`src/design/sdtm_pkg.sv`:
```
// Package with shared constants, types and helpers of the stick deadzone track mixer.
package sdtm_pkg;

	localparam int Q14_ONE = 16384;
	localparam int DZ_MAX = 16220;
	localparam int NUM_AXES = 4;
	localparam int AXIS_INPUTS = 4;
	localparam int MAG_W = 15;
	localparam int SQ_W = 30;
	localparam int DIV_NW = 29;
	localparam int DIV_DW = 15;
	localparam int DIV_QW = 15;

	typedef enum logic [2:0] {
		CFG_DEADZONE = 3'd0,
		CFG_PIVOT_THRESHOLD = 3'd1,
		CFG_PIVOT_GAIN = 3'd2,
		CFG_REDUCTION_GAIN = 3'd3,
		CFG_LEFT_INDEX = 3'd4,
		CFG_RIGHT_INDEX = 3'd5
	} cfg_index_t;

	typedef struct packed {
		logic conn;
		logic act;
		logic xneg;
		logic yneg;
		logic [MAG_W-1:0] ax;
		logic [MAG_W-1:0] ay;
		logic brake;
		logic signed [15:0] lev_l;
		logic signed [15:0] lev_r;
	} side_t;

	function automatic logic signed [15:0] clamp_q14(input logic signed [15:0] v);
		logic signed [15:0] r;
		if (v > 16'sd16384) begin
			r = 16'sd16384;
		end else if (v < -16'sd16384) begin
			r = -16'sd16384;
		end else begin
			r = v;
		end
		return r;
	endfunction

endpackage

```
`src/design/sdtm_div_pipe.sv`:
```
// Pipelined restoring divider that resolves one quotient bit per stage.
module sdtm_div_pipe import sdtm_pkg::*; #(
	parameter int NW = DIV_NW,
	parameter int DW = DIV_DW,
	parameter int QW = DIV_QW
) (
	input logic clk,
	input logic en,
	input logic [NW-1:0] num,
	input logic [DW-1:0] den,
	output logic [QW-1:0] quo
);

	logic [NW-1:0] rem_s [0:QW];
	logic [DW-1:0] den_s [0:QW];
	logic [QW-1:0] quo_s [0:QW];

	assign rem_s[0] = num;
	assign den_s[0] = den;
	assign quo_s[0] = '0;

	for (genvar g = 0; g < QW; g++) begin : g_step
		localparam int B = QW - 1 - g;
		logic [NW+DW-1:0] sh;
		logic ge;
		assign sh = (NW+DW)'(den_s[g]) << B;
		assign ge = (NW+DW)'(rem_s[g]) >= sh;
		always_ff @(posedge clk) begin
			if (en) begin
				rem_s[g+1] <= ge ? NW'((NW+DW)'(rem_s[g]) - sh) : rem_s[g];
				den_s[g+1] <= den_s[g];
				quo_s[g+1] <= ge ? (quo_s[g] | (QW'(1) << B)) : quo_s[g];
			end
		end
	end

	assign quo = quo_s[QW];

endmodule

```
`config.mk`:
```
export PLATFORM = sky130hd
export DESIGN_NAME = sdtm_div_pipe
export DESIGN_NICKNAME = d
export VERILOG_FILES = /design/src/design/sdtm_pkg.sv /design/src/design/sdtm_div_pipe.sv
export SDC_FILE = /design/constraint.sdc
export NUM_CORES = 1
export LEC_CHECK = 0
export BUFFER_PORTS_ARGS = -buffer_cell sky130_fd_sc_hd__buf_2
export CAP_MARGIN = 30
export CELL_PAD_IN_SITES_DETAIL_PLACEMENT = 1
export CELL_PAD_IN_SITES_GLOBAL_PLACEMENT = 1
export CORE_MARGIN = 2
export CORE_UTILIZATION = 46
export DETAILED_ROUTE_END_ITERATION = 12
export PLACE_DENSITY = 0.7
export SKIP_LAST_GASP = 1
export SLEW_MARGIN = 15
export SYNTH_ARGS = -nofsm -noshare
export SYNTH_HDL_FRONTEND = slang
export SYNTH_SLANG_ARGS = --single-unit
```
`constraint.sdc`:
```
create_clock -name clk -period 7.5 [get_ports clk]
set_clock_uncertainty 0.2 [all_clocks]
set_input_delay 0.75 -clock clk [delete_from_list [all_inputs] [get_ports clk]]
set_output_delay 0.75 -clock clk [all_outputs]
set_load 0.01 [all_outputs]
```
---- Word-level counts from Yosys, hierarchy flattened ----
Cells that the tools add are included.
operators by class
  add/subtract/negate cells ............... 14
  magnitude comparators ................... 15
  mux-type cells .......................... 15
operators with widths
  cell             number
  $mux 29          14
  $ge 29x15->1     1
  $ge 29x16->1     1
  $ge 29x17->1     1
  $ge 29x18->1     1
  $ge 29x19->1     1
  $ge 29x20->1     1
  $ge 29x21->1     1
  $ge 29x22->1     1
  $ge 29x23->1     1
  $ge 29x24->1     1
  $ge 29x25->1     1
  $ge 29x26->1     1
  $ge 29x27->1     1
  $ge 29x28->1     1
  $ge 29x29->1     1
  $sub 29x16->29   1
  $sub 29x17->29   1
  $sub 29x18->29   1
  $sub 29x19->29   1
  $sub 29x20->29   1
  $sub 29x21->29   1
  $sub 29x22->29   1
  $sub 29x23->29   1
  other kinds (7)  7
storage, ports and cells
  register bits ........................... 841
  bits of input ports ..................... 46
  word-level logic and storage cells ...... 101

---- Logic depth before layout (Yosys ltp) ----
Gate-level depths: netlist of the first run.
  depth in word-level cells ............... 2
  mapped depth ............................ 15
  depth with buffers taken out ............ 13

---- Worst setup path after synthesis of the first run ----
OpenSTA, ideal clock, no wires.
  path type ............................... input -> register
  start point ............................. in den[1]
  end point ............................... reg rem_s[427] (netlist bit) (data pin)
  setup time .............................. 260 ps
  data arrival time ....................... 3122 ps
  setup slack ............................. 3918 ps
  stages .................................. 12
  path buffers ............................ 2
  cells stage by stage .................... inv_1 ha_1 nor2b_1 o31a_1 o211a_1 a211oi_1 o31a_1 o21ai_0 a21o_1 clkbuf_1 buf_1 mux2_2
on the way
  word-level cells in the longest chain between the ends .. 2
  elaborated cells between the ends (all ways) .. 3
  classes of those cells .................. 1 x add/sub; 1 x order compare; 1 x mux
RTL lines
  item                           line                 RTL
  start, declared                sdtm_div_pipe.sv:10  input logic [DW-1:0] den,
  $ge 29x29->1                   sdtm_div_pipe.sv:27  assign ge = (NW+DW)'(rem_s[g]) >= sh;
  named net g_step[0].ge         sdtm_div_pipe.sv:25  logic ge;
  $mux 29                        sdtm_div_pipe.sv:30  rem_s[g+1] <= ge ? NW'((NW+DW)'(rem_s[g]) - sh) : rem_s[g];
  end signal, assigned by index  sdtm_div_pipe.sv:30
  end, declared                  sdtm_div_pipe.sv:14  logic [NW-1:0] rem_s [0:QW];
The timed path passes the listed nets, and every way through them passes these cells.
A chain may end at the register's enable or synchronous reset.

---- Final worst setup path of the first run ----
  start point ............................. reg rem_s[179] (netlist bit)
  end point ............................... reg rem_s[172] (netlist bit) (data pin)
on the way
  word-level cells in the longest chain between the ends .. 2
  elaborated cells between the ends (all ways) .. 3
  classes of those cells .................. 1 x add/sub; 1 x order compare; 1 x mux
RTL lines
  item                                                   line
  $sub 29x20->29 / $ge 29x20->1 (equally long branches)  sdtm_div_pipe.sv:30, sdtm_div_pipe.sv:27
  $mux 29 *                                              sdtm_div_pipe.sv:30
Mark *: on every way between the ends. The rest lies on a longest branch, timed or not.

==> out/metrics.csv, run 1 <==
metric;value;unit
clock-pin slew on the worst setup and hold paths;0.06;ns
initial antenna violation count;3;
CTS H-Tree Depth;3;
static leakage;0.0161;µW
maxcap violations;0;
Post-Layout Cell Count;4371;
Slowest cell on crit path;sky130_fd_sc_hd__and3b_1;
synthesized net count;3440;
sequential-to-total area share from yosys stat;0.585;
power density over cell area;366;mW/mm²
Max Clock Freq;235;MHz
largest delay contributor family on the critical path;compound AO/OA/AOI/OAI gates;
crit-path max cell delay;0.58;ns
total DRC errors in the routed layout;0;
Final Hold Fails;0;
Synth top area share;0.585;
number of placed I/O pins;61;
async set-reset flop share out of synthesis;0;
CTS tree;done;
number of enable flip-flop cells after synthesis;736;
count of input and output buffers;60;
post-CTS setup buffer count;0;
floorplan row count;105;
largest cells by area after synthesis;sky130_fd_sc_hd__edfxtp_1 (59%), sky130_fd_sc_hd__ha_1 (7.5%), sky130_fd_sc_hd__xnor2_1 (3.0%);
CTS-repair resized insts;0;
crit path DAT;4.43;ns
syn avg cell area;12.0;µm²
synthesis-to-finish area growth;11.3;%
post-synthesis cell type with the largest combined area;sky130_fd_sc_hd__edfxtp_1;
post-detailed-route wirelength per cell;20.6;µm
global-route wire length before repair;143;mm
final sum of negative setup slack;0;ns
slew at the pin with the worst max-slew slack;1.10;ns
insertion delay to the later sink of the worst-skew pair;0.64;ns
share of cells above drive strength 1;0.0848;
critical path data required time;7.68;ns
most frequently used cell type in the post-synthesis netlist;sky130_fd_sc_hd__edfxtp_1;
final critical delay including setup and external delays;4.25;ns
most common flop cell mapped by yosys;sky130_fd_sc_hd__edfxtp_1;
category of the worst setup path capture point;flop;
number of placed cells counting well taps;4217;
Via Count;24500;
sinks on the clock net;736;
number of nets in the layout;3518;
overall fraction of global-route tracks in use;0.214;
final WL;90.0;mm
worst-case vdd ir drop;0.213;mV
number of hold-repair buffers added at the cts stage;0;
post-route fraction of the period consumed by the critical path;0.567;
total of flip-flops plus latches after synthesis;736;
starting density of the core;0.462;
Hold Slack;0.0977;ns
Post-Syn Area;0.0378;mm²
initial drt markers;1585;
DP HPWL;67.4;mm
remaining max-slew budget at the tightest pin;0.257;
type of the worst setup path;reg -> reg;
min-delay worst type;in -> reg;
final setup violation count;0;
launching element type of the critical path;flop;
maximum number of pins on one net before global-route repair;192;
setup repair after global routing missed its margin;false;
horizontal extent of the die;291;µm
crit path max fanout;23;
weighted congestion at the end of routability-driven global placement;0.920;
GR Overflow Total;0;
status;finished, final reports clean;
total buffers and inverters traversed by the critical path;3;
DRT Pass-1 Iters;5;
core box area;0.0817;mm²
Synth warnings;0;
detail-routed via count per cell;5.60;
number of instances in the synthesized netlist;3155;
critical path cell sequence;inv_1 -> ha_1 -> inv_1 -> fa_1 -> a211oi_1 -> o21ai_0 -> a21o_1 -> a31oi_1 -> nand2b_1 -> and3b_1 -> inv_1 -> nand4_1 -> xnor2_1;
Synth cell types;77;
deepest clock path buffer count;3;
clock root buffer master;sky130_fd_sc_hd__clkbuf_16;
Max Slew Vio Count;0;
layout filler cell count;8391;
number of antenna-violating nets in the routed design;0;
top cells by instance count after synthesis;sky130_fd_sc_hd__edfxtp_1 (736), sky130_fd_sc_hd__inv_1 (297), sky130_fd_sc_hd__ha_1 (225), sky130_fd_sc_hd__a21oi_1 (224), sky130_fd_sc_hd__nor2_1 (209);
number of global-route vias before repair;25900;
most frequent CP cell;sky130_fd_sc_hd__inv_1;
DIE AREA;0.0844;mm²
y dimension of the die;291;µm
CTS buffer count;81;
## sequential cells by signal, summed over array words and instances, names as in the netlist
| signal | count |
|---|---|
| rem_s | 406 |
| den_s | 210 |
| quo_s | 105 |
| quo | 15 |
## report_power, final
group / internal (µW) / switching [µW]
clock network: 2410 / 1670
logic: 2060 / 2940
registers: 5680 / 619
total: 10200 / 5240
## metal layers
layer  up-vias  track usage  share of wire
met1     12100        0.268           0.43
met5         -            0              0
met2       447        0.379           0.50
met3       178       0.0271          0.032
li1      11800            -              -
met4         0       0.0810          0.037
## metrics by stage
step / instance area, µm² / util / total power, µW / setup slack, ns
floorplan: 37800 / - / 9730 / 3.92
global placement: 39200 / 0.480 / 11100 / 3.41
finish: 42100 / 0.515 / 15400 / 3.25
detailed placement: 39200 / 0.480 / 11300 / 3.30
global route: 42000 / 0.515 / 16300 / 2.90
CTS: 42000 / 0.514 / 15500 / 3.28
## path summary, 6_finish.rpt
check | end | cells past startpoint | slack (ns) | startpoint
max | rem_s[172] | 13 | 3.25 | rem_s[179]
min | den_s[213] | 1 | 0.1 | den[3]
max reg2reg | rem_s[172] | 13 | 3.25 | rem_s[179]
min reg2reg | quo[7] | 0 | 0.21 | quo_s[22]
## worst reg2reg max path: stages (launching register included)
cell	delay, ns
sky130_fd_sc_hd__edfxtp_1	0.39
sky130_fd_sc_hd__inv_1	0.07
sky130_fd_sc_hd__ha_1	0.17
sky130_fd_sc_hd__inv_1	0.05
sky130_fd_sc_hd__fa_1	0.42
sky130_fd_sc_hd__a211oi_1	0.34
sky130_fd_sc_hd__o21ai_0	0.23
sky130_fd_sc_hd__a21o_1	0.21
sky130_fd_sc_hd__a31oi_1	0.31
sky130_fd_sc_hd__nand2b_1	0.17
sky130_fd_sc_hd__and3b_1	0.58
sky130_fd_sc_hd__inv_1	0.51
sky130_fd_sc_hd__nand4_1	0.25
sky130_fd_sc_hd__xnor2_1	0.08
## kinds of logic (layout without fill, tap and decap cells)
group | count (synthesis) | after routing | synth area share
AND/OR/NAND/NOR | 826 | 826 | 0.110
flip-flops | 736 | 736 | 0.585
XOR/XNOR | 234 | 234 | 0.0543
AO/OA/AOI/OAI | 685 | 685 | 0.113
buffers and inverters | 380 | 525 | 0.0396
other | 0 | 1 | 0
multiplexers | 55 | 55 | 0.0162
adder cells (fa/ha/maj) | 239 | 239 | 0.0820
## placed cells by master (no fill, tap or decap), types with 23 or more instances in the layout
master	count
sky130_fd_sc_hd__nor2_1	209
sky130_fd_sc_hd__a21o_1	58
sky130_fd_sc_hd__nand2_1	206
sky130_fd_sc_hd__inv_1	297
sky130_fd_sc_hd__o21ai_0	164
sky130_fd_sc_hd__ha_1	225
sky130_fd_sc_hd__xor2_1	105
sky130_fd_sc_hd__edfxtp_1	736
sky130_fd_sc_hd__nand3_1	62
sky130_fd_sc_hd__mux2_2	48
sky130_fd_sc_hd__o21a_1	39
sky130_fd_sc_hd__xnor2_1	129
sky130_fd_sc_hd__buf_2	59
sky130_fd_sc_hd__o31ai_1	23
sky130_fd_sc_hd__a21oi_1	223
sky130_fd_sc_hd__clkbuf_16	82
sky130_fd_sc_hd__nor3_1	69
sky130_fd_sc_hd__nand2b_1	26
sky130_fd_sc_hd__nor2b_1	42
sky130_fd_sc_hd__nor4_1	36
sky130_fd_sc_hd__nand4_1	35
## final cells by class
class                   instances  area, µm²  share of cell area
diodes                          1       2.50           0.0000595
clock buffers                  90       2080              0.0495
well taps                    1070       1340              0.0318
clock inverters                60        699              0.0166
repair buffers                 77        510              0.0121
inverters                     298       1120              0.0266
multi-input cells            2039      14200               0.338
flip-flops and latches        736      22100               0.526
Note: power is estimated with default switching activity, not from simulation.
==> run 2, diff against run 1 <==
Clock period 7.5 ns to 4.1 ns, I/O delays scaled along.
==> run 2 against run 1 <==
Total power is 85% higher. Highest routed layer unchanged. Largest power group unchanged. Global-route usage is 0.71 points higher. Sequential share of layout area is 0.92 points lower. Via count is 2.0% higher. Final cell count is 1.8% higher. Worst setup slack worse by 3.0 ns. Critical path type unchanged. Largest cell class unchanged. Cell area is 1.8% higher.
==> out/metrics.csv, run 2 (synthesis results as in run 1) <==
metric;value;unit
status;finished, final reports clean;
clock root buffer master;sky130_fd_sc_hd__clkbuf_16;
type of the worst setup path;reg -> reg;
number of cells traversed by the worst register-to-register path;12;
final sum of negative setup slack;0;ns
post-CTS setup buffer count;0;
final WL;92.6;mm
initial drt markers;1568;
flip-flop count of the largest register, all copies and words added;406;
initial antenna violation count;6;
weighted congestion at the end of routability-driven global placement;0.914;
deepest clock path buffer count;3;
timing endpoint of the critical path;rem_s[396];
min-delay worst type;in -> reg;
pre-CTS setup slack;0.286;ns
critical path cell sequence;inv_1 -> ha_1 -> inv_1 -> fa_1 -> a21oi_1 -> o211ai_1 -> o22a_1 -> a21oi_1 -> a31oi_1 -> a2111o_1 -> buf_4 -> mux2_2;
number of placed I/O pins;61;
sinks on the clock net;736;
crit path DAT;4.00;ns
total power after layout;28400;µW
crit path max fanout;18;
y dimension of the die;291;µm
category of the worst setup path capture point;flop;
total buffers and inverters traversed by the critical path;3;
end of the worst register-to-register path;rem_s[396];
minimum setup slack among reg-to-reg paths;0.27;ns
post-detailed-route wirelength per cell;20.8;µm
most frequent standard cell in the layout excluding fill and tap cells;sky130_fd_sc_hd__edfxtp_1;
critical path data required time;4.27;ns
DRT Pass-1 Iters;5;
startpoint of the worst register-to-register path;rem_s[419];
Via Count;25000;
commonest non-fill, non-tap cells in the layout;sky130_fd_sc_hd__edfxtp_1 (736), sky130_fd_sc_hd__inv_1 (297), sky130_fd_sc_hd__ha_1 (225), sky130_fd_sc_hd__a21oi_1 (223), sky130_fd_sc_hd__nor2_1 (209);
layout filler cell count;8378;
synthesis-to-finish area growth;13.3;%
floorplan row count;105;
end-of-flow core utilization;0.524;
global-route wire length before repair;148;mm
DIE AREA;0.0844;mm²
maxcap violations;0;
Max Clock Freq;261;MHz
count of input and output buffers;60;
maximum number of pins on one net before global-route repair;100;
Max Slew Vio Count;0;
horizontal extent of the die;291;µm
CTS tree;done;
GR Overflow Total;0;
Reg with most FFs;rem_s;
final setup violation count;0;
largest delay contributor family on the critical path;compound AO/OA/AOI/OAI gates;
total DRC errors in the routed layout;0;
register cell area after layout;0.0221;mm²
worst-case vdd ir drop;0.353;mV
overall fraction of global-route tracks in use;0.221;
number of antenna-violating nets in the routed design;0;
remaining max-slew budget at the tightest pin;0.372;
number of global-route vias before repair;27100;
CTS H-Tree Depth;3;
power density over cell area;664;mW/mm²
Final Hold Fails;0;
CTS buffer count;82;
static leakage;0.0164;µW
clock-pin slew on the worst setup and hold paths;0.06;ns
insertion delay to the later sink of the worst-skew pair;0.66;ns
DP HPWL;69.4;mm
Levels on crit path;12;
launching element type of the critical path;flop;
Hold Slack;0.0947;ns
critical path startpoint;rem_s[419];
share of cells above drive strength 1;0.0915;
detail-routed via count per cell;5.62;
top flop regs;rem_s: 406 flops, den_s: 210 flops, quo_s: 105 flops;
area taken by multi-input logic gates;0.0142;mm²
number of nets in the layout;3597;
starting density of the core;0.462;
slew at the pin with the worst max-slew slack;0.934;ns
post-route fraction of the period consumed by the critical path;0.935;
Slowest cell on crit path;sky130_fd_sc_hd__a2111o_1;
core box area;0.0817;mm²
crit-path max cell delay;0.51;ns
final critical delay including setup and external delays;3.83;ns
min setup slack post-route;0.268;ns
setup repair after global routing missed its margin;false;
-- run 2: cell count changes in the layout (fill, tap and decap cells not counted), sizes merged --
cell and change:
bufinv +2, buf +34, clkinvlp -2, clkinv -9, clkbuf +8, dlygate4sd3 +44
-- run 2: layer usage --
layer | global-route usage | routed length [µm] | share of wire | vias to the layer above
met3 | 0.0249 | 2560 | 0.028 | 190
met5 | 0 | 0 | 0 | -
met1 | 0.263 | 38400 | 0.41 | 12500
met4 | 0.0921 | 3740 | 0.040 | 0
li1 | - | - | - | 11900
met2 | 0.406 | 47900 | 0.52 | 421
-- run 2: layout make-up --
cell class                      count  area share
Sequential cell                   736       0.516
Multi-Input combinational cell   2039       0.332
Clock buffer                       98      0.0498
Tap cell                         1070      0.0313
Timing Repair Buffer              155      0.0282
Inverter                          298      0.0261
Clock inverter                     51      0.0163
Antenna cell                        1   0.0000585
-- run 2: worst min path at each step --
stage | from | to | slack (ns) | cells after the start
finish | en | rem_s[255] | 0.09 | 1
CTS | en | rem_s[255] | 0.09 | 1
global route | en | rem_s[255] | 0.12 | 1
floorplan | quo_s[25] | quo[10] | 0.20 | 0
global placement | quo_s[17] | quo[2] | 0.20 | 0
detailed placement | quo_s[67] | quo_s[52] | 0.21 | 0
-- run 2: metrics by stage --
stage,cells,cell area [µm²]
after floorplan,3155,37800
after global placement,4254,39500
after detailed placement,4254,39500
after CTS,4447,42800
after global routing,4447,42800
final,4448,42800
-- run 2: repair_timing --
item                                    CTS  global route
gates resized for setup                   0             0
hold endpoints to repair                 44             0
endpoints found under the setup margin    0             0
hold buffers                             44             0
-- run 2: worst register-to-register path: cells and delay by family, from the launching register on --
family                     cells  cell delay [ns]
AOI/OAI and AO/OA              6             1.71
DFF                            1             0.40
buffers and inverters          3             0.39
adders and majority gates      2             0.56
muxes                          1             0.29
-- run 2: report_power, final --
part           switching [µW]  leakage, µW  total, µW  internal, µW
registers                1090      0.00709      11500         10400
logic                    5440      0.00798       9310          3870
clock network            3070      0.00136       7640          4570
